==> src/sv/obdrf_pkg.sv <==
// obdrf_pkg: shared types and constants of the obd response filter and reassembler
// no dependencies; used by every module of the block and by obdrf_cfg_if
`default_nettype none

package obdrf_pkg;

    localparam int CFG_INDEX_W = 3;
    localparam int CFG_DATA_W  = 16;

    localparam logic [CFG_INDEX_W-1:0] CFG_EXPECTED_TYPE = 3'd0;
    localparam logic [CFG_INDEX_W-1:0] CFG_EXPECTED_PID  = 3'd1;
    localparam logic [CFG_INDEX_W-1:0] CFG_REQUEST_CLASS = 3'd2;
    localparam logic [CFG_INDEX_W-1:0] CFG_ID_LOW        = 3'd3;
    localparam logic [CFG_INDEX_W-1:0] CFG_ID_HIGH       = 3'd4;
    localparam logic [CFG_INDEX_W-1:0] CFG_FILTER_ENABLE = 3'd5;

    localparam logic [1:0] CLASS_SINGLE   = 2'd0;
    localparam logic [1:0] CLASS_MULTI    = 2'd1;
    localparam logic [1:0] CLASS_EXTENDED = 2'd2;

    localparam logic [8:0]  RSP_OFFSET      = 9'h040;
    localparam logic [7:0]  RSP_EXTENDED    = 8'h62;
    localparam logic [3:0]  PCI_FIRST       = 4'h1;
    localparam logic [3:0]  PCI_CONSEC      = 4'h2;
    localparam logic [10:0] FC_ID_OFFSET    = 11'd8;
    localparam logic [11:0] FIRST_PAYLOAD   = 12'd3;
    localparam logic [11:0] CONSEC_PAYLOAD  = 12'd7;

    localparam int QUEUE_DEPTH = 2;
    localparam int QUEUE_PTR_W = 1;

    typedef struct packed {
        logic [7:0]  expected_type;
        logic [15:0] expected_pid;
        logic [1:0]  request_class;
        logic [10:0] id_low;
        logic [10:0] id_high;
        logic        filter_enable;
    } cfg_t;

    typedef enum logic [2:0] {
        KIND_NONE,
        KIND_CLEAR,
        KIND_PASS,
        KIND_FIRST,
        KIND_CONSEC
    } kind_t;

    typedef struct packed {
        kind_t       kind;
        logic [10:0] fc_id;
        logic [3:0]  len;
        logic [63:0] data;
        logic [11:0] total;
    } qentry_t;

    typedef struct packed {
        logic        deliver;
        logic        send_flow_control;
        logic [10:0] flow_control_id;
        logic [3:0]  out_length;
        logic [63:0] out_data;
        logic [11:0] out_offset;
        logic [9:0]  out_frame;
        logic [11:0] out_remaining;
    } result_t;

endpackage

`default_nettype wire

==> src/sv/obdrf_queue.sv <==
// obdrf_queue: two-entry queue of classified beats between front and back
// depends on obdrf_pkg
`default_nettype none

module obdrf_queue
    import obdrf_pkg::*;
(
    input  wire logic    clk,
    input  wire logic    rst_n,
    input  wire logic    push,
    input  wire qentry_t push_entry,
    output logic         full,
    input  wire logic    pop,
    output logic         not_empty,
    output qentry_t      head
);

    qentry_t                mem_reg [QUEUE_DEPTH];
    logic [QUEUE_PTR_W-1:0] wr_ptr_reg;
    logic [QUEUE_PTR_W-1:0] rd_ptr_reg;
    logic [QUEUE_PTR_W:0]   count_reg;
    logic [QUEUE_PTR_W:0]   count_next;

    assign full      = (count_reg == QUEUE_DEPTH[QUEUE_PTR_W:0]);
    assign not_empty = (count_reg != '0);
    assign head      = mem_reg[rd_ptr_reg];

    always_comb
    begin
        count_next = count_reg;
        if (push && !pop)
        begin
            count_next = count_reg + 1'b1;
        end
        else if (pop && !push)
        begin
            count_next = count_reg - 1'b1;
        end
    end

    always_ff @(posedge clk or negedge rst_n)
    begin
        if (!rst_n)
        begin
            wr_ptr_reg <= '0;
            rd_ptr_reg <= '0;
            count_reg  <= '0;
        end
        else
        begin
            count_reg <= count_next;
            if (push)
            begin
                wr_ptr_reg <= wr_ptr_reg + 1'b1;
            end
            if (pop)
            begin
                rd_ptr_reg <= rd_ptr_reg + 1'b1;
            end
        end
    end

    always_ff @(posedge clk)
    begin
        if (push)
        begin
            mem_reg[wr_ptr_reg] <= push_entry;
        end
    end

endmodule

`default_nettype wire

==> config.mk <==
export PLATFORM = sky130hd
export DESIGN_NAME = obdrf_queue
export DESIGN_NICKNAME = d
export VERILOG_FILES = /design/src/sv/obdrf_pkg.sv /design/src/sv/obdrf_queue.sv
export SDC_FILE = /design/constraint.sdc
export NUM_CORES = 1
export LEC_CHECK = 0
export ABC_AREA = 1
export BUFFER_PORTS_ARGS = -buffer_cell sky130_fd_sc_hd__buf_2
export CAP_MARGIN = 10
export CORE_ASPECT_RATIO = 2
export CORE_MARGIN = 4
export CORE_UTILIZATION = 49
export CTS_BUF_LIST = sky130_fd_sc_hd__clkbuf_8
export CTS_CLUSTER_DIAMETER = 60
export DETAILED_ROUTE_END_ITERATION = 12
export PLACE_DENSITY_LB_ADDON = 0.25
export SETUP_SLACK_MARGIN = 0.4
export SLEW_MARGIN = 30
export SYNTH_ARGS = -nofsm -noshare
export SYNTH_HDL_FRONTEND = slang
export SYNTH_SLANG_ARGS = --single-unit
==> constraint.sdc <==
create_clock -name clk -period 4.8 [get_ports clk]
set_clock_uncertainty 0.15 [all_clocks]
set_input_delay 0.48 -clock clk [delete_from_list [all_inputs] [get_ports clk]]
set_output_delay 0.48 -clock clk [all_outputs]
set_load 0.02 [all_outputs]
; ---- Yosys cells after proc, flatten, opt, wreduce, memory -nomap -nowiden
; Memories as Yosys holds them, arrays and structs flattened.
; Index checks and enable logic that the tools add are counted.
[classes]
n_addsub = 4
n_eq_ne = 1
n_mux = 4
n_reduce_logical = 6
[ops]
columns = cell, n
row1 = 2-to-1 mux 2 bit, 2
row2 = nonzero test 2 bit, 2
row3 = adder 1 bit (second input constant), 2
row4 = adder 2 x 1 -> 2 bit (second input constant), 1
row5 = equality test 2 bit (second input constant), 1
row6 = logical AND 1 bit, 2
row7 = logical NOT 1 bit, 2
row8 = 2-to-1 mux 1 bit, 2
row9 = subtractor 2 x 1 -> 2 bit (second input constant), 1
[totals]
reg_bits = 4
ram_bits = 188
elab_cells = 19
n_memories = 1
[mem_list]
columns = memory, words, word_bits, rd, rd_ports_with_merged_regs, wr, line_no
row1 = mem_reg, 2, 94, 1, 0, 1, obdrf_queue.sv:18  ; qentry_t mem_reg [QUEUE_DEPTH];

; ---- Longest topological paths before layout
; Gate-level depths: netlist (run 1).
[logic_depth]
depth_word = 4
ltp_mapped = 7

; ---- Least setup slack after synthesis (run 1)
; Ideal clock, no wire load.
[synth_timing]
path_kind = input port to flip-flop
from = input push
to = memory mem_reg[0][0] (netlist bit) (enable)
setup_ns = 0.550
arrival_time_ns = 4.456
required_ns = 4.100
path_slack_ns = -0.355
path_stages = 2
n_path_buf = 0
path_cell_list = inv_1 nor2_1
[synth_via]
elab_chain_len = 2
[synth_rtl]
columns = item, line_no
row1 = from (decl), obdrf_queue.sv:10  ; input wire logic push,
row2 = 2-to-1 mux 1 bit, obdrf_queue.sv:65  ; if (push)
row3 = 2-to-1 mux 1 bit (implied by the code), obdrf_queue.sv:67  ; mem_reg[wr_ptr_reg] <= push_entry;
row4 = to (decl), obdrf_queue.sv:18
; Every way passes these cells.

==> flow_metrics.env, run 1 <==
export IMPL_antenna_found_initial=0
export IMPL_cts_hold_fix_buffers=1
export IMPL_grt_usage=0.164
export IMPL_via_per_inst=4.94
export IMPL_drtAntennaViolNets=0
export IMPL_ios=194
export IMPL_power_leakage_nw=3.45
export IMPL_start_util=0.499
export IMPL_synth_cell_types=15
export IMPL_fin_nets=623
export IMPL_grt_pass1_vias=3900
export IMPL_dieArea_mm2=0.0168
export IMPL_setup_viol=0
export IMPL_row_count=62
export IMPL_tritoncts="done"
export IMPL_post_dp_hpwl_um=9430
export IMPL_grt_pass1_wl_um=20300
export IMPL_grt_max_degree=62
export IMPL_swShare=0.338
export IMPL_grt_setup_unrepaired="no"
export IMPL_clock_sinks=192
export IMPL_wl_per_cell_um=18.4
export IMPL_drt_drc_violations_left=0
export IMPL_required_ns=4.17
export IMPL_p_sw_mw=1.74
export IMPL_cts_made_buffers=17
export IMPL_critPathTopFamily="flip-flops"
export IMPL_final_hold_viol_count=0
export IMPL_cp_num_buf_inv=2
export IMPL_p_total_mw=5.17
export IMPL_synth_avg_cell_area_um2=22.6
export IMPL_cts_resized=0
export IMPL_period_share=0.638
export IMPL_die_x_um=93.7
export IMPL_internal_power_mw=3.42
export IMPL_dr_first_iter_drc_count=171
export IMPL_synth_area_top_cells="edfxtp_1 (78%), mux2_4 (10%), mux2_2 (6.9%), dfrtp_1 (1.4%), buf_6 (0.94%)"
export IMPL_ys_seq_area_frac=0.798
export IMPL_cp_start_kind="flop"
export IMPL_gp_congestion=0.806
export IMPL_dr_total_vias=3604
export IMPL_maxCapViolCount=0
export IMPL_fin_tns_setup_ns=0
export IMPL_grt_overflow=0
export IMPL_die_h_um=179
export IMPL_synth_top_area_frac=0.784
export IMPL_netlist_area_mm2=0.00720
export IMPL_comb_power_share=0.335
export IMPL_slew_violations=0
export IMPL_p_seq_frac=0.467
export IMPL_ir_drop_mv=0.405
export IMPL_drive_gt1_frac=0.601
export IMPL_clk_path_buf_depth=2
export IMPL_clkPwrFrac=0.198
export IMPL_firstDrtPassIters=5
export IMPL_core_area_mm2=0.0144
export IMPL_ys_ff_latch=192
export IMPL_fin_crit_ns=3.06
export IMPL_largest_reg_flops=188
export IMPL_synth_top_cell_by_area="edfxtp_1"
export IMPL_n_antenna_cell=0
export IMPL_syn_to_final_growth_pct=21.6
export IMPL_cts_root_buf="clkbuf_8"
export IMPL_max_freq_mhz=326
export IMPL_worstMarginPinSlew_ns=0.871
export IMPL_relSlewSlack=0.419
export IMPL_outcome="finished clean"
export IMPL_post_cts_buffers=0
export IMPL_yosysWarnings=0
export IMPL_htree_levels=4
export IMPL_crit_arrival_ns=2.43
export IMPL_cp_cell_sequence="buf_12 -> mux2_2 -> buf_2"
export IMPL_slowest_delay_ns=0.99
export IMPL_crit_fanout=54
export IMPL_cpMaxStageDelayCell="dfrtp_4"
export IMPL_crit_path_end_kind="primary output"
export IMPL_path_class="flop to primary output"
export IMPL_clk_latency_ns=0.46
export IMPL_wirelength_um=13400
export IMPL_clk_pin_slew_ns=0.10
export IMPL_port_buffers=193
export IMPL_hold_class="input port to flop"
export IMPL_netlist_instances=318
export IMPL_syn_nets=417
export IMPL_power_density_mw_per_mm2=590
placed cells by master, fill, tap and decap left out, drive strengths merged:
master,instances
xor2,2
dfrtp,4
nand3,1
ha,1
dlygate4sd3,1
mux2,94
clkinv,4
xnor2,1
inv,16
edfxtp,188
nand2,6
nor2,2
clkinvlp,1
nand4,1
clkbuf,17
bufinv,1
buf,197
power by group through the flow:
stage | clock [mW] | sequential, mW | combinational [mW]
after CTS | 1.05 | 2.42 | 1.76
after global placement | 0 | 2.44 | 1.74
after detailed placement | 0 | 2.46 | 1.76
after global routing | 1.12 | 2.45 | 1.84
after floorplan | 0 | 2.34 | 1.38
final | 1.02 | 2.41 | 1.73
cells in the mapped netlist (all sizes together):
master,number
xor2,2
ha,1
mux2,94
buf,11
nand3,1
nor2,2
xnor2,1
nand2,6
inv,7
nand4,1
edfxtp,188
dfrtp,4
through the flow:
stage | instances | setup slack [ns] | cell area, um^2 | hold WS (ns) | util
finish | 729 | 1.74 | 8760 | 0.0514 | 0.607
floorplan | 318 | 1.28 | 7200 | 0.0344 | -
detailed placement | 696 | 2.22 | 8360 | 0.139 | 0.579
global route | 729 | 1.60 | 8760 | 0.0153 | 0.607
CTS | 729 | 1.69 | 8760 | 0.0107 | 0.607
global placement | 696 | 2.26 | 8360 | 0.134 | 0.579
final timing paths:
check / slack (ns) / startpoint / depth (start not counted) / to
max: 1.74 / rd_ptr_reg$_DFFE_PN0P_ / 3 / head[8]
min: 0.05 / push_entry[28] / 1 / mem_reg[1][28]$_DFFE_PP_
max reg2reg: 2.60 / wr_ptr_reg$_DFFE_PN0P_ / 3 / mem_reg[1][60]$_DFFE_PP_
min reg2reg: 0.36 / count_reg[1]$_DFFE_PN0P_ / 2 / count_reg[1]$_DFFE_PN0P_
max in group asynchronous: 4.17 / rst_n / 2 / rd_ptr_reg$_DFFE_PN0P_
min in group asynchronous: 0.19 / rst_n / 2 / count_reg[0]$_DFFE_PN0P_
layout make-up:
| class | count | area (um^2) |
|---|---|---|
| flip-flops and latches | 192 | 5750 |
| fillers | 1136 | 5670 |
| clock inverters | 15 | 151 |
| well taps | 192 | 240 |
| multi-input cells | 108 | 1330 |
| clock buffers | 17 | 234 |
| inverters | 7 | 28.8 |
| repair buffers | 198 | 1020 |
per-layer routing:
metal | GRT usage | part of all wire | wire (um)
met5 | 0 | 0 | 0
met4 | 0.0961 | 0.039 | 520
met3 | 0.0444 | 0.054 | 731
met2 | 0.298 | 0.57 | 7650
met1 | 0.158 | 0.34 | 4520
kinds of logic (layout without fill, tap and decap cells):
logic type,after synthesis,in the layout,share of synthesized area
adder cells (fa/ha/maj),1,1,0.00174
XOR/XNOR,3,3,0.00365
flip-flops,192,192,0.798
AND/OR/NAND/NOR,10,10,0.00573
buffers and inverters,18,237,0.0179
multiplexers,94,94,0.173
(Power assumes the default switching activity.)
==> inputs of run 2 (changes only) <==
CORE_UTILIZATION = 54   (was 49)
clock period = 3 ns   (was 4.8 ns; I/O delays follow)
==> flow_metrics.env, run 2 (synthesis results as in run 1) <==
export IMPL_cp_start_kind="flop"
export IMPL_cts_root_buf="clkbuf_8"
export IMPL_dr_first_iter_drc_count=209
export IMPL_clk_pin_slew_ns=0.09
export IMPL_regArea_mm2=0.00575
export IMPL_grt_overflow=0
export IMPL_drtAntennaViolNets=0
export IMPL_grt_setup_unrepaired="no"
export IMPL_dr_total_vias=4000
export IMPL_hold_class="input port to asynchronous set/reset pin"
export IMPL_r2r_slack_ns=1.04
export IMPL_p_total_mw=8.51
export IMPL_start_util=0.551
export IMPL_ir_drop_mv=0.636
export IMPL_period_share=0.783
export IMPL_timing_final_ws_setup_ns=0.651
export IMPL_port_buffers=193
export IMPL_slew_violations=0
export IMPL_tritoncts="done"
export IMPL_fin_tns_setup_ns=0
export IMPL_wl_per_cell_um=18.8
export IMPL_firstDrtPassIters=4
export IMPL_drt_drc_violations_left=0
export IMPL_antenna_found_initial=2
export IMPL_syn_to_final_growth_pct=35.7
export IMPL_outcome="finished clean"
export IMPL_rr_startpoint="wr_ptr_reg$_DFFE_PN0P_"
export IMPL_fin_crit_ns=2.35
export IMPL_place_area_mm2=0.00839
export IMPL_setup_viol=0
export IMPL_worstRegToRegCells=3
export IMPL_wirelength_um=14900
export IMPL_grt_usage=0.200
export IMPL_setup_worst_path_end="head[93]"
export IMPL_clock_sinks=192
export IMPL_whs_ns=0.0597
export IMPL_placedCellCount=660
export IMPL_die_x_um=89.7
export IMPL_cts_made_buffers=17
export IMPL_post_dp_hpwl_um=9150
export IMPL_design_area_mm2=0.00977
export IMPL_die_h_um=171
export IMPL_maxCapViolCount=0
export IMPL_fin_util=0.748
export IMPL_htree_levels=4
export IMPL_crit_path_end_kind="primary output"
export IMPL_final_common_cell="buf_2"
export IMPL_required_ns=2.55
export IMPL_cts_resized=0
export IMPL_grt_pass1_wl_um=22300
export IMPL_power_leakage_nw=3.89
export IMPL_dp_slack_ns=0.877
export IMPL_grt_max_degree=95
export IMPL_cp_startpoint="rd_ptr_reg$_DFFE_PN0P_"
export IMPL_via_per_inst=5.05
export IMPL_power_density_mw_per_mm2=871
export IMPL_row_count=59
export IMPL_clk_latency_ns=0.44
export IMPL_crit_fanout=20
export IMPL_largest_reg_flops=188
export IMPL_max_freq_mhz=426
export IMPL_multiInputGateArea_mm2=0.00133
export IMPL_layout_cells_non_filler=792
export IMPL_relSlewSlack=0.587
export IMPL_worstMarginPinSlew_ns=0.618
export IMPL_ios=194
export IMPL_fin_nets=724
export IMPL_gp_congestion=0.737
export IMPL_grt_pass1_vias=4453
export IMPL_crit_arrival_ns=1.90
export IMPL_clk_path_buf_depth=2
export IMPL_fill_cells=760
export IMPL_dieArea_mm2=0.0154
export IMPL_path_class="flop to primary output"
export IMPL_reg2reg_to="mem_reg[1][13]$_DFFE_PP_"
export IMPL_final_hold_viol_count=0
export IMPL_core_area_mm2=0.0131
export IMPL_layout_common_cells="buf_2 (193), edfxtp_1 (188), dlygate4sd3_1 (97)"
export IMPL_drive_gt1_frac=0.517
==> run 2: cell count changes in the layout (fill, tap and decap cells not counted) <==
cell | before | now
dlygate4sd3_1 | 1 | 97
clkinv_2 | 0 | 1
clkinv_4 | 1 | 3
inv_8 | 6 | 3
clkinvlp_4 | 1 | 4
clkinv_1 | 3 | 1
diode_2 | 0 | 2
buf_12 | 1 | 6
inv_4 | 1 | 0
==> run 2: layout make-up <==
type / instances / area share
Clock buffer: 17 / 0.0239
Tap cell: 152 / 0.0195
Sequential cell: 192 / 0.588
Antenna cell: 2 / 0.000512
Multi-Input combinational cell: 108 / 0.137
Clock inverter: 15 / 0.0151
Timing Repair Buffer: 299 / 0.213
Inverter: 7 / 0.00307
==> run 2: report_power, final <==
part / internal, mW / switching, mW
Clock: 0.680 / 0.914
Sequential: 3.56 / 0.209
Combinational: 1.41 / 1.74
Total: 5.64 / 2.86
==> run 2: worst max-delay path, stage by stage, from the launching register on <==
cell and delay, ns:
dfrtp_4 0.68, buf_12 0.25, mux2_2 0.37, buf_2 0.16
==> run 2: layer usage <==
| layer | GRT usage | part of all wire | vias up |
|---|---|---|---|
| met5 | 0 | 0 | - |
| met4 | 0.102 | 0.038 | 0 |
| met3 | 0.0499 | 0.052 | 33 |
| met2 | 0.359 | 0.57 | 142 |
| met1 | 0.208 | 0.34 | 1963 |
| li1 | - | - | 1862 |
==> run 2: how the worst min path moves through the flow <==
| stage | startpoint | to | slack, ns |
|---|---|---|---|
| 2_1_floorplan | rst_n | count_reg[0]$_DFFE_PN0P_ | -0.15 |
| 3_3_place_gp | rst_n | wr_ptr_reg$_DFFE_PN0P_ | -0.04 |
| 3_5_place_dp | rst_n | count_reg[1]$_DFFE_PN0P_ | -0.04 |
| 4_1_cts | rst_n | rd_ptr_reg$_DFFE_PN0P_ | 0.003 |
| 5_1_grt | rst_n | count_reg[1]$_DFFE_PN0P_ | 0.04 |
| 6_report | rst_n | wr_ptr_reg$_DFFE_PN0P_ | 0.06 |
==> run 2: timing repair <==
| action | 4_1_cts | 5_1_grt |
|---|---|---|
| endpoints found under the setup margin | 4 | 0 |
| hold buffers | 97 | 0 |
| setup buffers | 1 | 0 |
| endpoints found under the hold margin | 194 | 0 |
==> inputs of run 3 (changes only) <==
ABC_AREA = 0   (was 1)
clock period = 2.3 ns   (was 3 ns; I/O delays follow)
==> flow_metrics.env, run 3 <==
export IMPL_grtUsageMet1=0.188
export IMPL_grt_setup_unrepaired="yes"
export IMPL_crit_arrival_ns=1.73
export IMPL_hold_class="input port to flop"
export IMPL_via_per_inst=5.06
export IMPL_ys_ff_latch=192
export IMPL_relSlewSlack=0.716
export IMPL_fin_crit_ns=2.11
export IMPL_yosysWarnings=0
export IMPL_cts_root_buf="clkbuf_8"
export IMPL_drive_gt1_frac=0.531
export IMPL_power_leakage_nw=4.04
export IMPL_synthTopCellsByCount="edfxtp_1 (188), mux2_4 (50), mux2_2 (44)"
export IMPL_grt_busiest_layer="met2"
export IMPL_crit_fanout=12
export IMPL_fill_cells=722
export IMPL_min_to="mem_reg[0][88]$_DFFE_PP_"
export IMPL_whs_ns=0.353
export IMPL_drt_drc_violations_left=0
export IMPL_start_util=0.553
export IMPL_crit_path_end_kind="primary output"
export IMPL_worstMarginPinSlew_ns=0.425
export IMPL_clk_pin_slew_ns=0.11
export IMPL_synth_most_common_cell="edfxtp_1"
export IMPL_dr_first_iter_drc_count=200
export IMPL_final_hold_viol_count=0
export IMPL_dr_total_vias=4004
export IMPL_netlist_instances=309
export IMPL_required_ns=1.92
export IMPL_grt_pass1_wl_um=21700
export IMPL_holdPathStages=2
export IMPL_met3_usage=0.0583
export IMPL_ys_flop_type="edfxtp_1"
export IMPL_port_buffers=193
export IMPL_die_x_um=89.6
export IMPL_wl_per_cell_um=19.4
export IMPL_async_flop_share=0.0208
export IMPL_path_class="flop to primary output"
export IMPL_ios=194
export IMPL_antenna_found_initial=1
export IMPL_outcome="finished clean"
export IMPL_max_freq_mhz=473
export IMPL_period_share=0.918
export IMPL_reg2reg_to="mem_reg[1][22]$_DFFE_PP_"
export IMPL_cp_start_kind="flop"
export IMPL_place_area_mm2=0.00840
export IMPL_setup_viol=0
export IMPL_syn_to_final_growth_pct=41.3
export IMPL_timing_final_ws_setup_ns=0.188
export IMPL_placedCellCount=651
export IMPL_synth_area_top_cells="edfxtp_1 (79%), mux2_4 (10%), mux2_2 (6.9%), dfrtp_1 (1.4%), buf_6 (0.94%)"
export IMPL_syn_nets=408
export IMPL_worstRegToRegCells=2
export IMPL_fin_nets=724
export IMPL_fin_util=0.781
export IMPL_synth_avg_cell_area_um2=23.2
export IMPL_regArea_mm2=0.00575
export IMPL_maxCapViolCount=0
export IMPL_synth_edf_count=188
export IMPL_design_area_mm2=0.0102
export IMPL_core_area_mm2=0.0130
export IMPL_firstDrtPassIters=4
export IMPL_row_count=59
export IMPL_synth_top_area_frac=0.786
export IMPL_grt_overflow=0
export IMPL_grt_pass1_vias=4410
export IMPL_clk_path_buf_depth=2
export IMPL_power_density_mw_per_mm2=1160
export IMPL_multiInputGateArea_mm2=0.00135
export IMPL_dp_slack_ns=0.456
export IMPL_grt_usage=0.193
export IMPL_post_dp_hpwl_um=9110
export IMPL_slew_violations=0
export IMPL_layout_cells_non_filler=791
export IMPL_final_common_cell="edfxtp_1"
export IMPL_dieArea_mm2=0.0153
export IMPL_wirelength_um=15300
export IMPL_netlist_area_mm2=0.00718
export IMPL_ys_seq_area_frac=0.800
export IMPL_synth_cell_types=15
export IMPL_clock_sinks=192
export IMPL_layout_common_cells="edfxtp_1 (188), buf_2 (144), dlygate4sd3_1 (98)"
export IMPL_gp_congestion=0.764
export IMPL_clk_latency_ns=0.44
export IMPL_tritoncts="done"
export IMPL_die_h_um=171
export IMPL_largest_reg_flops=188
export IMPL_ir_drop_mv=0.834
export IMPL_cts_made_buffers=17
export IMPL_synth_top_cell_by_area="edfxtp_1"
export IMPL_rr_startpoint="wr_ptr_reg$_DFFE_PN0P_"
export IMPL_min_delay_start="push_entry[88]"
export IMPL_grt_max_degree=75
export IMPL_htree_levels=4
export IMPL_met2_usage=0.362
export IMPL_r2r_slack_ns=0.68
export IMPL_drtAntennaViolNets=0
[run 3: worst max path at each step]
stage	cells past startpoint	to	startpoint	slack, ns
finish	4	head[57]	rd_ptr_reg$_DFFE_PN0P_	0.19
global route	4	head[50]	rd_ptr_reg$_DFFE_PN0P_	0.12
CTS	3	head[89]	rd_ptr_reg$_DFFE_PN0P_	0.13
detailed placement	3	head[89]	rd_ptr_reg$_DFFE_PN0P_	0.46
global placement	3	head[89]	rd_ptr_reg$_DFFE_PN0P_	0.48
floorplan	1	mem_reg[0][0]$_DFFE_PP_	wr_ptr_reg$_DFFE_PN0P_	-0.09
[run 3: routing by layer]
layer | wire length [um] | part of all wire
met1 | 5070 | 0.33
met2 | 8990 | 0.59
met3 | 942 | 0.061
met4 | 342 | 0.022
met5 | 0 | 0
[run 3: critical path: stages, from the launching register on]
cell     delay (ns)
dfrtp_4        0.49
buf_4          0.18
buf_12         0.16
mux2_4         0.31
buf_2          0.16
[run 3: cell families after synthesis]
kind of cell / count (synthesis) / share of synthesized area
xor gates and xnor gates: 5 / 0.00610
DFF: 192 / 0.800
muxes: 94 / 0.173
and+or+nand+nor: 5 / 0.00401
buffers and inverters: 12 / 0.0148
adders and majority gates: 1 / 0.00174
[run 3: through the flow]
step	power [mW]	setup TNS (ns)
global placement	8.86	0
finish	11.8	0
detailed placement	8.95	0
floorplan	7.74	-8.63
global route	12.3	0
CTS	11.2	0
[run 3: cell type report]
cell class              instances  area share
diodes                          1    0.000246
inverters                       1    0.000370
multi-input cells             105       0.132
clock inverters                15      0.0147
clock buffers                  17      0.0230
well taps                     152      0.0187
repair buffers                308       0.244
flip-flops and latches        192       0.566
[run 3: what timing repair did]
action                                  4_1_cts  5_1_grt
setup buffers                                 3        2
resized for setup                             0       89
endpoints found under the setup margin       94       94
endpoints found under the hold margin       194        0
cloned                                        0        4
hold buffers                                 98        0
[run 3: power breakdown]
part           internal [mW]  leakage [nW]  total (mW)  switching (mW)
clock network          0.809         0.197        2.06            1.25
logic                   2.43          2.03        4.89            2.46
registers               4.64          1.81        4.83           0.193
