File: config.mk
export PLATFORM = sky130hd
export DESIGN_NAME = obdrf_back_flat
export DESIGN_NICKNAME = d
export VERILOG_FILES = /design/src/sv/obdrf_pkg.sv /design/src/sv/obdrf_if.sv /design/src/sv/obdrf_back.sv /design/src/flat_wrapper.sv
export SDC_FILE = /design/constraint.sdc
export NUM_CORES = 1
export LEC_CHECK = 0
export BUFFER_PORTS_ARGS = -buffer_cell sky130_fd_sc_hd__buf_2
export CAP_MARGIN = 20
export CORE_UTILIZATION = 31
export CTS_BUF_LIST = sky130_fd_sc_hd__clkbuf_8
export DETAILED_ROUTE_END_ITERATION = 8
export PLACE_DENSITY = 0.49
export SLEW_MARGIN = 10
export SYNTH_ARGS = -nofsm -noshare
export SYNTH_HDL_FRONTEND = slang
export SYNTH_SLANG_ARGS = --single-unit
File: constraint.sdc
create_clock -name clk -period 14.2 [get_ports clk]
set_input_delay 2.84 -clock clk [delete_from_list [all_inputs] [get_ports clk]]
set_output_delay 2.84 -clock clk [all_outputs]
set_load 0.005 [all_outputs]
File: src/sv/obdrf_pkg.sv
// obdrf_pkg: shared types and constants of the obd response filter and reassembler
// no dependencies; used by every module of the block and by obdrf_cfg_if
`default_nettype none

package obdrf_pkg;

    localparam int CFG_INDEX_W = 3;
    localparam int CFG_DATA_W  = 16;

    localparam logic [CFG_INDEX_W-1:0] CFG_EXPECTED_TYPE = 3'd0;
    localparam logic [CFG_INDEX_W-1:0] CFG_EXPECTED_PID  = 3'd1;
    localparam logic [CFG_INDEX_W-1:0] CFG_REQUEST_CLASS = 3'd2;
    localparam logic [CFG_INDEX_W-1:0] CFG_ID_LOW        = 3'd3;
    localparam logic [CFG_INDEX_W-1:0] CFG_ID_HIGH       = 3'd4;
    localparam logic [CFG_INDEX_W-1:0] CFG_FILTER_ENABLE = 3'd5;

    localparam logic [1:0] CLASS_SINGLE   = 2'd0;
    localparam logic [1:0] CLASS_MULTI    = 2'd1;
    localparam logic [1:0] CLASS_EXTENDED = 2'd2;

    localparam logic [8:0]  RSP_OFFSET      = 9'h040;
    localparam logic [7:0]  RSP_EXTENDED    = 8'h62;
    localparam logic [3:0]  PCI_FIRST       = 4'h1;
    localparam logic [3:0]  PCI_CONSEC      = 4'h2;
    localparam logic [10:0] FC_ID_OFFSET    = 11'd8;
    localparam logic [11:0] FIRST_PAYLOAD   = 12'd3;
    localparam logic [11:0] CONSEC_PAYLOAD  = 12'd7;

    localparam int QUEUE_DEPTH = 2;
    localparam int QUEUE_PTR_W = 1;

    typedef struct packed {
        logic [7:0]  expected_type;
        logic [15:0] expected_pid;
        logic [1:0]  request_class;
        logic [10:0] id_low;
        logic [10:0] id_high;
        logic        filter_enable;
    } cfg_t;

    typedef enum logic [2:0] {
        KIND_NONE,
        KIND_CLEAR,
        KIND_PASS,
        KIND_FIRST,
        KIND_CONSEC
    } kind_t;

    typedef struct packed {
        kind_t       kind;
        logic [10:0] fc_id;
        logic [3:0]  len;
        logic [63:0] data;
        logic [11:0] total;
    } qentry_t;

    typedef struct packed {
        logic        deliver;
        logic        send_flow_control;
        logic [10:0] flow_control_id;
        logic [3:0]  out_length;
        logic [63:0] out_data;
        logic [11:0] out_offset;
        logic [9:0]  out_frame;
        logic [11:0] out_remaining;
    } result_t;

endpackage

`default_nettype wire

File: src/sv/obdrf_if.sv
// obdrf interfaces: received frame channel, result channel and register write channel
// depends on obdrf_pkg
`default_nettype none


interface obdrf_result_if;
    logic        valid;
    logic        ready;
    logic        deliver;
    logic        send_flow_control;
    logic [10:0] flow_control_id;
    logic [3:0]  out_length;
    logic [63:0] out_data;
    logic [11:0] out_offset;
    logic [9:0]  out_frame;
    logic [11:0] out_remaining;

    modport source (output valid, deliver, send_flow_control, flow_control_id, out_length,
                    out_data, out_offset, out_frame, out_remaining, input ready);
    modport sink   (input valid, deliver, send_flow_control, flow_control_id, out_length,
                    out_data, out_offset, out_frame, out_remaining, output ready);
endinterface


`default_nettype wire

File: src/sv/obdrf_back.sv
// obdrf_back: reassembly state, result formation and output register
// depends on obdrf_pkg and obdrf_if; fed by obdrf_queue
`default_nettype none

module obdrf_back
    import obdrf_pkg::*;
(
    input  wire logic      clk,
    input  wire logic      rst_n,
    input  wire logic      q_not_empty,
    input  wire qentry_t   q_head,
    output logic           q_pop,
    obdrf_result_if.source result
);

    logic [11:0] remaining_reg;
    logic [11:0] remaining_next;
    logic [11:0] offset_reg;
    logic [11:0] offset_next;
    logic [9:0]  frame_reg;
    logic [9:0]  frame_next;
    logic        valid_reg;
    result_t     res_reg;
    result_t     res_next;

    assign q_pop = q_not_empty && (!valid_reg || result.ready);

    always_comb
    begin
        remaining_next = remaining_reg;
        offset_next    = offset_reg;
        frame_next     = frame_reg;
        res_next       = '0;
        case (q_head.kind)
            KIND_CLEAR:
            begin
                remaining_next = '0;
                offset_next    = '0;
                frame_next     = '0;
            end
            KIND_PASS:
            begin
                res_next.deliver    = 1'b1;
                res_next.out_length = q_head.len;
                res_next.out_data   = q_head.data;
            end
            KIND_FIRST:
            begin
                res_next.deliver           = 1'b1;
                res_next.send_flow_control = 1'b1;
                res_next.flow_control_id   = q_head.fc_id;
                res_next.out_length        = q_head.len;
                res_next.out_data          = q_head.data;
                remaining_next = (q_head.total > FIRST_PAYLOAD) ?
                                 q_head.total - FIRST_PAYLOAD : '0;
                offset_next    = FIRST_PAYLOAD;
                frame_next     = '0;
            end
            KIND_CONSEC:
            begin
                if (remaining_reg != '0)
                begin
                    res_next.deliver  = 1'b1;
                    res_next.out_data = q_head.data;
                    frame_next        = frame_reg + 1'b1;
                    if (remaining_reg > CONSEC_PAYLOAD)
                    begin
                        remaining_next      = remaining_reg - CONSEC_PAYLOAD;
                        offset_next         = offset_reg + CONSEC_PAYLOAD;
                        res_next.out_length = CONSEC_PAYLOAD[3:0];
                    end
                    else
                    begin
                        remaining_next      = '0;
                        offset_next         = offset_reg + remaining_reg;
                        res_next.out_length = remaining_reg[3:0];
                    end
                end
            end
            default:
            begin
                res_next.deliver = 1'b0;
            end
        endcase
        res_next.out_offset    = offset_next;
        res_next.out_frame     = frame_next;
        res_next.out_remaining = remaining_next;
    end

    always_ff @(posedge clk or negedge rst_n)
    begin
        if (!rst_n)
        begin
            remaining_reg <= '0;
            offset_reg    <= '0;
            frame_reg     <= '0;
            valid_reg     <= 1'b0;
        end
        else
        begin
            if (q_pop)
            begin
                remaining_reg <= remaining_next;
                offset_reg    <= offset_next;
                frame_reg     <= frame_next;
                valid_reg     <= 1'b1;
            end
            else if (result.ready)
            begin
                valid_reg <= 1'b0;
            end
        end
    end

    always_ff @(posedge clk)
    begin
        if (q_pop)
        begin
            res_reg <= res_next;
        end
    end

    assign result.valid             = valid_reg;
    assign result.deliver           = res_reg.deliver;
    assign result.send_flow_control = res_reg.send_flow_control;
    assign result.flow_control_id   = res_reg.flow_control_id;
    assign result.out_length        = res_reg.out_length;
    assign result.out_data          = res_reg.out_data;
    assign result.out_offset        = res_reg.out_offset;
    assign result.out_frame         = res_reg.out_frame;
    assign result.out_remaining     = res_reg.out_remaining;

endmodule

`default_nettype wire

File: src/flat_wrapper.sv
// flat-port wrapper written by rule: the top's interface ports become plain ports
module obdrf_back_flat import obdrf_pkg::*;
  (clk, rst_n, q_not_empty, q_head, q_pop, result_valid, result_deliver, result_send_flow_control, result_flow_control_id, result_out_length, result_out_data, result_out_offset, result_out_frame, result_out_remaining, result_ready);
  obdrf_result_if result_i ();
  input  wire logic clk;
  input  wire logic rst_n;
  input  wire logic q_not_empty;
  input  wire qentry_t q_head;
  output logic q_pop;
  output wire logic [$bits(result_i.valid)-1:0] result_valid;
  output wire logic [$bits(result_i.deliver)-1:0] result_deliver;
  output wire logic [$bits(result_i.send_flow_control)-1:0] result_send_flow_control;
  output wire logic [$bits(result_i.flow_control_id)-1:0] result_flow_control_id;
  output wire logic [$bits(result_i.out_length)-1:0] result_out_length;
  output wire logic [$bits(result_i.out_data)-1:0] result_out_data;
  output wire logic [$bits(result_i.out_offset)-1:0] result_out_offset;
  output wire logic [$bits(result_i.out_frame)-1:0] result_out_frame;
  output wire logic [$bits(result_i.out_remaining)-1:0] result_out_remaining;
  input wire logic [$bits(result_i.ready)-1:0] result_ready;
  assign result_valid = result_i.valid;
  assign result_deliver = result_i.deliver;
  assign result_send_flow_control = result_i.send_flow_control;
  assign result_flow_control_id = result_i.flow_control_id;
  assign result_out_length = result_i.out_length;
  assign result_out_data = result_i.out_data;
  assign result_out_offset = result_i.out_offset;
  assign result_out_frame = result_i.out_frame;
  assign result_out_remaining = result_i.out_remaining;
  assign result_i.ready = result_ready;
  obdrf_back u_core (.clk(clk), .rst_n(rst_n), .q_not_empty(q_not_empty), .q_head(q_head), .q_pop(q_pop), .result(result_i));
endmodule
## Word level (Yosys, flattened, before mapping)

Cells that the tools add are included.

- Eq/ne operators: 4
- Multiplexer cells: 17
- Add/sub/neg operators: 5
- Reduce and logical (&&, ||, !) cells: 7
- Order comparisons: 2

Operators by type and width:

| kind | number |
|---|---|
| $pmux 68 s2 | 1 |
| $mux 12 | 6 |
| $pmux 12 s3 | 2 |
| $mux 68 | 1 |
| $pmux 10 s2 | 1 |
| $add 12x12->12 | 1 |
| $add 12x3->12 const B | 1 |
| $gt 12x2->1 const B | 1 |
| $gt 12x3->1 const B | 1 |
| $reduce_bool 12->1 | 1 |
| $sub 12x2->12 const B | 1 |
| $sub 12x3->12 const B | 1 |
| $add 10x1->10 const B | 1 |
| $mux 10 | 1 |
| $eq 3x2->1 const B | 2 |
| $mux 4 | 1 |
| $reduce_or 2->1 | 2 |
| $eq 3x1->1 const B | 1 |
| $eq 3x3->1 const B | 1 |
| $mux 1 | 3 |
| $pmux 1 s2 | 1 |
| $reduce_bool 2->1 | 1 |
| $logic_and 1x1->1 | 1 |
| $logic_not 1->1 | 1 |
| $logic_or 1x1->1 | 1 |

- Register bits after elaboration: 150
- Input bits: 98
- Output and inout port bits: 117

## Logic depth before layout (Yosys ltp)

Gate-level depths: netlist of run 1.

- Word-level depth: 4
- Mapped depth: 11
- Depth with buffers taken out: 10

## Least setup slack after synthesis of run 1

OpenSTA, ideal clock, no wires.

- Path kind: input-to-output
- From: input port result_ready
- To: output port q_pop
- Data required time: 11360 ps
- Stages on the path: 4
- Setup slack: 4734 ps
- Arrival: 6626 ps
- Path through: nand2b_1 > nand2_1 > inv_2 > clkbuf_1

- Word-level cells in the longest chain between the ends: 2

RTL lines:

| element | RTL line | RTL |
|---|---|---|
| from (decl) | flat_wrapper.sv:19 | `input wire logic [$bits(result_i.ready)-1:0] result_ready;` |
| $logic_or 1x1->1 | obdrf_back.sv:26 | `assign q_pop = q_not_empty && (!valid_reg \|\| result.ready);` |
| $logic_and 1x1->1 | obdrf_back.sv:26 |  |
| to (decl) | flat_wrapper.sv:9 | `output logic q_pop;` |

Every way passes these cells.

## Final worst setup path of run 1

Same ends and word-level chain as after synthesis.

==> metrics.yaml, run 1 <==
timing:
  layout_min_cycle_time_ps: 7030
  fin_worst_skew_ps: 15.8
  setup_viol: 0
  tightest_slew_ps: 1060
  timing.fmax_mhz: 142
  tns_ps: 0
  relSlewSlack_pct: 29.2
  rsz0062_at_grt: "false"
  finalMaxSlewViolations: 0
  final_hold_viol_count: 0
  timing.final.crit_share_pct: 49.5
setup_path:
  cp_data_arrival_time_ps: 4190
  r2r-start: "u_core.remaining_reg[6]$_DFFE_PN0P_"
  max_stage_delay_ps: 600
  crit_start: "result_ready"
  cp-start-kind: "primary input"
  crit_required_ps: 11360
  path_cells: "buf_2, nand2b_1, nand2_1, buf_4, inv_4, buf_2"
  cpMaxStageDelayCell: "inv_4"
  crit_type: "primary input to output pin"
  rr_worst_depth: 10
  crit_top_cell: "buf_2"
  crit_path_end_kind: "output pin"
  reg2reg_slack_ps: 10320
  reg2reg_to: "u_core.result.out_offset[10]$_DFFE_PP_"
  worstPathMaxFanout: 60
  critPathCapture: "q_pop"
die:
  die_width_um: 155
  die_h_um: 155
  dieArea_um2: 23900
  core_area_um2: 22700
  io_pins: 215
  start_util_pct: 31.8
  rows: 55
route:
  drtPass1Iterations: 5
  drc: 0
  vias: 5704
  drt_iter0_drc: 355
  drt-wirelength-per-cell_um: 17.3
  viasPerCell: 5.06
  wl_mm: 19.5
  ant_nets: 0
clock_network:
  cts_tree: "built"
  clockRootBuffer: "clkbuf_8"
  cts_made_buffers: 17
  worstSkewPairLatency_ps: 460
  postCtsHoldBufs: 0
  cts_resized: 0
  clk_path_buf_depth: 2
  cts.sinks: 150
  cts_setup_buffers: 0
  htree_levels: 4
  clkTransAtPathRegs_ps: 80
finish:
  num_antenna_cells: 0
  syn_to_final_growth_pct: 24.4
  design.final.nets: 942
  final_cell_mix: "buf_2, edfxtp_1, nor2b_1"
  fin_cells: 1127
  seq_area_um2: 4330
  drive_above_1_share_pct: 32.5
  multi_input_area_um2: 2740
  fill_cells: 2247
  final_common_cell: "buf_2"
  largest_reg_flops: 64
status:
  run_status: "completed"
synthesis:
  syn_avg_cell_area_um2: 11.9
  synthTopCellsByArea: "edfxtp_1, dfrtp_1, nor2b_1, nand2_1, o21ai_0"
  syn_area_um2: 7210
  yosysSeqAreaShare_pct: 60.0
  synth_top_area_share_pct: 47.9
  synth_edf_count: 115
  synth_cells: 604
  synth_flop_cell: "edfxtp_1"
  synth_warnings: 0
  ys_ff_latch: 150
  async_flop_share_pct: 23.3
  synth_top_area_cell: "edfxtp_1"
  yosysUniqueCellTypes: 71
placed_design:
  portBuffers: 214
  dp_cells: 1095
  place_congestion: 0.879
  dp_hpwl_mm: 13.5
power_and_ir_drop:
  total_power_mw: 1.16
  irDropWorstVdd_v: 0.0000593
  leakagePower_nw: 3.72
  p_per_area_nw_per_um2: 130
worst_hold_path:
  hold_path_class: "register to register"
global_routing:
  antenna_found_initial: 0
  overflow: 0
  grt_max_degree: 76
  grt_pass1_wl_mm: 30.1
  grt_util_all_layers_pct: 16.2
  first_global_vias: 5527
flow_run:
  maxCapViolations: 0
-- per-stage QoR --
stage / hold slack [ps] / setup slack, ps / util, % / area (um2)
finish: 529 / 7170 / 39.5 / 8970
global route: 558 / 7040 / 39.5 / 8970
CTS: 531 / 7150 / 39.5 / 8970
detailed placement: 510 / 7150 / 37.9 / 8600
global placement: 500 / 7170 / 37.9 / 8600
floorplan: 484 / 4730 / - / 7240
-- synth_stat cells, types with 6 or more instances --
master / count
nand4_1: 7
o31ai_1: 6
nand2_1: 51
mux2i_1: 10
or3_1: 10
ha_1: 14
and3_1: 6
a31oi_1: 8
dfrtp_1: 35
edfxtp_1: 115
inv_1: 14
a21o_1: 7
a22o_1: 6
nor2b_1: 68
o2bb2ai_1: 7
nand3_1: 23
nor3_1: 9
and2_1: 12
clkbuf_1: 10
o21ai_0: 38
a21oi_1: 18
xnor2_1: 6
nor2_1: 26
-- per-layer routing --
metal | track usage, % | routed length (um)
met2 | 26.8 | 8980
met1 | 21.1 | 8930
met5 | 0 | 0
met3 | 4.09 | 1300
met4 | 4.43 | 240
-- area by class of cell --
type | instances | share of cell area [%]
clock buffers | 17 | 2.61
flip-flops and latches | 150 | 48.2
clock inverters | 15 | 1.59
inverters | 15 | 0.655
multi-input cells | 425 | 30.5
repair buffers | 220 | 12.4
well taps | 285 | 3.97
-- power breakdown --
| group | internal, mW | switching (mW) | total (mW) | leakage, nW |
|---|---|---|---|---|
| registers | 0.529 | 0.0379 | 0.567 | 1.59 |
| clock network | 0.142 | 0.182 | 0.324 | 0.181 |
| logic | 0.111 | 0.160 | 0.271 | 1.95 |
-- worst min path at each step --
| stage | from | endpoint | cells past startpoint |
|---|---|---|---|
| CTS | u_core.frame_reg[5]$_DFFE_PN0P_ | u_core.frame_reg[5]$_DFFE_PN0P_ | 1 |
| detailed placement | u_core.offset_reg[0]$_DFFE_PN0P_ | u_core.offset_reg[0]$_DFFE_PN0P_ | 1 |
| finish | u_core.frame_reg[5]$_DFFE_PN0P_ | u_core.frame_reg[5]$_DFFE_PN0P_ | 1 |
| floorplan | u_core.offset_reg[0]$_DFFE_PN0P_ | u_core.offset_reg[0]$_DFFE_PN0P_ | 1 |
| global placement | u_core.offset_reg[0]$_DFFE_PN0P_ | u_core.offset_reg[0]$_DFFE_PN0P_ | 1 |
| global route | u_core.offset_reg[8]$_DFFE_PN0P_ | u_core.offset_reg[8]$_DFFE_PN0P_ | 1 |
-- cell families after synthesis --
| family | count (synthesis) | synth area share (%) |
|---|---|---|
| AOI/OAI and AO/OA | 135 | 12.8 |
| and+or+nand+nor | 242 | 18.5 |
| adders and majority gates | 15 | 2.71 |
| xor gates and xnor gates | 11 | 1.34 |
| other | 1 | 0.0520 |
| muxes | 15 | 2.17 |
| buffers and inverters | 35 | 2.46 |
| DFF | 150 | 60.0 |
-- worst max-delay path: cells and delay by family --
kind / cells / cell delay, ps
buffers and inverters: 4 / 1130
and+or+nand+nor: 2 / 190
Note: power is estimated with default switching activity, not from simulation.
==> inputs of run 2 (changes only) <==
==> constraint.sdc (replaced) <==
create_clock -name clk -period 6.85 [get_ports clk]
set_input_delay 1.37 -clock clk [delete_from_list [all_inputs] [get_ports clk]]
set_output_delay 1.37 -clock clk [all_outputs]
set_load 0.005 [all_outputs]
==> metrics.yaml, run 2 (synthesis gave the netlist of run 1 again) <==
route:
  drt_iter0_drc: 374
  drtPass1Iterations: 4
  drt-wirelength-per-cell_um: 17.1
  viasPerCell: 5.01
  drc: 0
  vias: 5637
  ant_nets: 0
  wl_mm: 19.3
power_and_ir_drop:
  p_clk_share_pct: 27.5
  p_switching_mw: 0.794
  switching_share_pct: 33.3
  leakagePower_nw: 3.72
  irDropWorstVdd_v: 0.000109
  p_seq_share_pct: 49.2
  p_int_mw: 1.59
  power_frac_comb_pct: 23.3
  p_per_area_nw_per_um2: 266
finish:
  fill_cells: 2236
  final_cell_mix: "buf_2, edfxtp_1, nor2b_1"
  largest_reg_flops: 64
  stdcell_area_um2: 8960
  design.final.nets: 941
  fin_cells: 1126
  syn_to_final_growth_pct: 24.2
  drive_above_1_share_pct: 32.5
  final_common_cell: "buf_2"
  num_antenna_cells: 0
placed_design:
  post_dp_cell_area_um2: 8590
  pre_cts_slack_ps: 2810
  dp_hpwl_mm: 13.5
  portBuffers: 214
  place_congestion: 0.839
  dp_cells: 1094
die:
  core_area_um2: 22700
  die_h_um: 155
  die_width_um: 155
  dieArea_um2: 23900
  rows: 55
  io_pins: 215
  start_util_pct: 31.8
setup_path:
  reg2reg_to: "u_core.result.out_offset[10]$_DFFE_PP_"
  cp-start-kind: "primary input"
  crit_required_ps: 5480
  cp_data_arrival_time_ps: 2640
  worstPathMaxFanout: 54
  path_buf_inv: 4
  crit_path_end_kind: "output pin"
  crit_type: "primary input to output pin"
  reg2reg_slack_ps: 3060
  r2r-start: "u_core.remaining_reg[6]$_DFFE_PN0P_"
  max_stage_delay_ps: 530
  path_cells: "buf_2, nand2b_1, nand2_1, buf_4, inv_4, buf_2"
  crit_top_cell: "buf_2"
  critPathTopFamily: "buffers and inverters"
  rr_worst_depth: 10
  cpMaxStageDelayCell: "inv_4"
clock_network:
  postCtsHoldBufs: 0
  cts_resized: 0
  clockRootBuffer: "clkbuf_8"
  clk_path_buf_depth: 2
  cts_made_buffers: 17
  clkTransAtPathRegs_ps: 80
  cts_setup_buffers: 0
  cts_tree: "built"
  cts.sinks: 150
  worstSkewPairLatency_ps: 450
  htree_levels: 4
timing:
  relSlewSlack_pct: 24.7
  layout_min_cycle_time_ps: 4010
  timing.final.crit_share_pct: 58.6
  finalMaxSlewViolations: 0
  hold_slack_ps: 532
  setup_ws_ps: 2840
  timing.fmax_mhz: 249
  tns_ps: 0
  setup_viol: 0
  final_hold_viol_count: 0
  tightest_slew_ps: 1130
  rsz0062_at_grt: "false"
  fin_worst_skew_ps: 17.1
global_routing:
  overflow: 0
  grt_pass1_wl_mm: 30.3
  grt_util_all_layers_pct: 16.4
  antenna_found_initial: 0
  first_global_vias: 5649
  grt_max_degree: 82
worst_hold_path:
  hold_path_end: "u_core.frame_reg[5]$_DFFE_PN0P_"
  hold_path_class: "register to register"
  hp-start: "u_core.frame_reg[5]$_DFFE_PN0P_"
  hold_path_depth: 1
flow_run:
  maxCapViolations: 0
status:
  run_status: "completed"
[run 2: cell types whose count changed in the layout (fill, tap and decap cells not counted), sizes merged]
cell      change
inv           +1
clkinv        +2
clkinvlp      -2
bufinv        -1
buf           -1
[run 2: worst max-delay path by stage]
| stage | from | endpoint | slack, ps | cells after the start |
|---|---|---|---|---|
| floorplan | result_ready | q_pop | 320 | 4 |
| global placement | result_ready | q_pop | 2820 | 6 |
| detailed placement | result_ready | q_pop | 2810 | 6 |
| CTS | result_ready | q_pop | 2810 | 6 |
| global route | result_ready | q_pop | 2710 | 6 |
| finish | result_ready | q_pop | 2840 | 6 |
[run 2: layout make-up]
cell class / count / area [um2] / area share (%)
multi-input cells: 425 / 2740 / 30.5
clock buffers: 17 / 234 / 2.61
repair buffers: 219 / 1110 / 12.4
inverters: 15 / 58.8 / 0.656
well taps: 285 / 357 / 3.98
flip-flops and latches: 150 / 4330 / 48.3
clock inverters: 15 / 140 / 1.56
[run 2: worst register-to-register path, cell delays in order (launching register included)]
cell and delay (ps):
dfrtp_1 460, or4_4 600, nor2_1 420, nand3_1 220
ha_1 270, fa_1 410, a21oi_1 290, o22ai_1 190
a221oi_1 350, xor2_1 220, mux2i_1 90
[run 2: power groups by stage]
stage | Sequential, mW | Combinational (mW) | Clock, mW
finish | 1.17 | 0.558 | 0.656
global route | 1.19 | 0.626 | 0.723
CTS | 1.17 | 0.558 | 0.690
detailed placement | 1.19 | 0.554 | 0
global placement | 1.19 | 0.550 | 0
floorplan | 1.18 | 0.372 | 0
[run 2: metal layers]
metal	track usage (%)	vias to the layer above	part of all wire (%)
li1	-	2718	-
met1	21.3	2684	45
met2	26.7	214	47
met3	4.06	21	6.7
met4	5.47	0	1.6
met5	0	-	0
[run 2: through the flow]
| step | utilization (%) | power [mW] |
|---|---|---|
| final | 39.5 | 2.39 |
| after global routing | 39.5 | 2.54 |
| after CTS | 39.5 | 2.42 |
| after detailed placement | 37.8 | 1.75 |
| after global placement | 37.8 | 1.74 |
| after floorplan | - | 1.55 |
==> inputs of run 3 (changes only) <==
==> constraint.sdc (replaced) <==
create_clock -name clk -period 4.19 [get_ports clk]
set_input_delay 0.838 -clock clk [delete_from_list [all_inputs] [get_ports clk]]
set_output_delay 0.838 -clock clk [all_outputs]
set_load 0.005 [all_outputs]
==> metrics.yaml, run 3 (synthesis gave the netlist of run 1 again) <==
timing:
  rsz0062_at_grt: "false"
  final_hold_viol_count: 0
  layout_min_cycle_time_ps: 3530
  tns_ps: 0
  finalMaxSlewViolations: 0
  relSlewSlack_pct: 38.1
  fin_worst_skew_ps: 21.0
  timing.final.crit_share_pct: 84.3
  tightest_slew_ps: 929
  timing.fmax_mhz: 283
  setup_viol: 0
global_routing:
  antenna_found_initial: 0
  grt_max_degree: 66
  overflow: 0
  grt_pass1_wl_mm: 30.6
  first_global_vias: 5619
  grt_util_all_layers_pct: 16.5
finish:
  largest_reg_flops: 64
  drive_above_1_share_pct: 33.1
  num_antenna_cells: 0
  final_common_cell: "buf_2"
  design.final.nets: 948
  syn_to_final_growth_pct: 24.7
  finish.utilization_pct: 39.6
  final_cell_mix: "buf_2, edfxtp_1, nor2b_1"
clock_network:
  clk_path_buf_depth: 2
  cts_resized: 0
  cts_tree: "built"
  cts.sinks: 150
  cts_made_buffers: 17
  cts_setup_buffers: 0
  worstSkewPairLatency_ps: 450
  postCtsHoldBufs: 0
  htree_levels: 4
  clockRootBuffer: "clkbuf_8"
  clkTransAtPathRegs_ps: 100
die:
  rows: 55
  dieArea_um2: 23900
  die_h_um: 155
  io_pins: 215
  core_area_um2: 22700
  die_width_um: 155
  start_util_pct: 31.8
status:
  run_status: "completed"
power_and_ir_drop:
  p_seq_share_pct: 49.5
  p_switching_mw: 1.27
  total_power_mw: 3.87
  switching_share_pct: 32.8
  power_frac_comb_pct: 23.9
  irDropWorstVdd_v: 0.000164
  p_per_area_nw_per_um2: 430
  p_int_mw: 2.60
  leakagePower_nw: 3.74
  p_clk_share_pct: 26.6
setup_path:
  crit_type: "register to register"
  cpMaxStageDelayCell: "or4_4"
  cp_data_arrival_time_ps: 3720
  worstPathMaxFanout: 7
  path_cells: "or4_4, nor2_1, nand3_1, ha_1, fa_1, a21oi_1, o22ai_1, a221oi_1, xor2_1, mux2i_1"
  crit_required_ps: 4380
  crit_path_end_kind: "register"
  max_stage_delay_ps: 610
  cp-start-kind: "register"
flow_run:
  maxCapViolations: 0
route:
  wl_mm: 19.5
  vias: 5762
  viasPerCell: 5.09
  drt_iter0_drc: 418
  drt-wirelength-per-cell_um: 17.2
  drtPass1Iterations: 7
  ant_nets: 0
  drc: 0
placed_design:
  portBuffers: 214
  dp_hpwl_mm: 13.8
  place_congestion: 0.870
worst_hold_path:
  hold_path_class: "primary input to asynchronous set/reset pin"
==> run 3: cell count changes in the layout (fill, tap and decap cells not counted) <==
| cell | previous run | this run |
|---|---|---|
| buf_4 | 5 | 12 |
| inv_8 | 4 | 2 |
| inv_6 | 4 | 3 |
| clkinvlp_4 | 3 | 6 |
| clkinv_8 | 1 | 0 |
| clkinv_1 | 1 | 0 |
| clkinv_4 | 2 | 3 |
==> run 3: final cells by class <==
class / count / area [um2]
clock buffers: 17 / 234
clock inverters: 14 / 120
fillers: 2200 / 13700
inverters: 15 / 58.8
multi-input cells: 425 / 2740
flip-flops and latches: 150 / 4330
well taps: 285 / 357
repair buffers: 226 / 1160
==> run 3: layer usage <==
layer  GRT usage (%)  routed length [um]  vias up
li1                -                   -     2728
met1            21.6                8840     2754
met2            26.7                9010      251
met3            4.03                1260       29
met4            5.56                 359        0
met5               0                   0        -
==> run 3: worst paths after layout <==
kind,cells past startpoint,start,endpoint,slack (ps)
worst min register to register,1,u_core.frame_reg[5]$_DFFE_PN0P_,u_core.frame_reg[5]$_DFFE_PN0P_,530
worst max register to register,10,u_core.remaining_reg[6]$_DFFE_PN0P_,u_core.result.out_offset[10]$_DFFE_PP_,660
worst max-delay path,10,u_core.remaining_reg[6]$_DFFE_PN0P_,u_core.result.out_offset[10]$_DFFE_PP_,660
min in group clk,1,u_core.frame_reg[5]$_DFFE_PN0P_,u_core.frame_reg[5]$_DFFE_PN0P_,530
max in group asynchronous,1,rst_n,u_core.frame_reg[4]$_DFFE_PN0P_,3080
worst min-delay path,1,rst_n,u_core.offset_reg[4]$_DFFE_PN0P_,520
==> run 3: through the flow <==
| step | cell area (um2) | hold WS [ps] | instances | setup slack, ps |
|---|---|---|---|---|
| 3_3_place_gp | 8640 | 504 | 1101 | 752 |
| 3_5_place_dp | 8640 | 515 | 1101 | 680 |
| 6_report | 8990 | 520 | 1132 | 660 |
| 5_1_grt | 8990 | 549 | 1132 | 454 |
| 4_1_cts | 8990 | 526 | 1132 | 668 |
| 2_1_floorplan | 7240 | 484 | 610 | 468 |
==> run 3: power groups by stage <==
stage | combinational, mW | sequential, mW | clock, mW
6_report | 0.924 | 1.92 | 1.03
5_1_grt | 1.04 | 1.94 | 1.14
4_1_cts | 0.920 | 1.92 | 1.08
3_5_place_dp | 0.912 | 1.95 | 0
3_3_place_gp | 0.910 | 1.94 | 0
2_1_floorplan | 0.608 | 1.93 | 0
==> run 3: critical path, delay by kind of cell (launching register included) <==
kind / cells / cell delay [ps]
multiplexers: 1 / 100
AND/OR/NAND/NOR: 3 / 990
adder cells (fa/ha/maj): 2 / 630
AO/OA/AOI/OAI: 3 / 850
XOR/XNOR: 1 / 240
flip-flops: 1 / 470
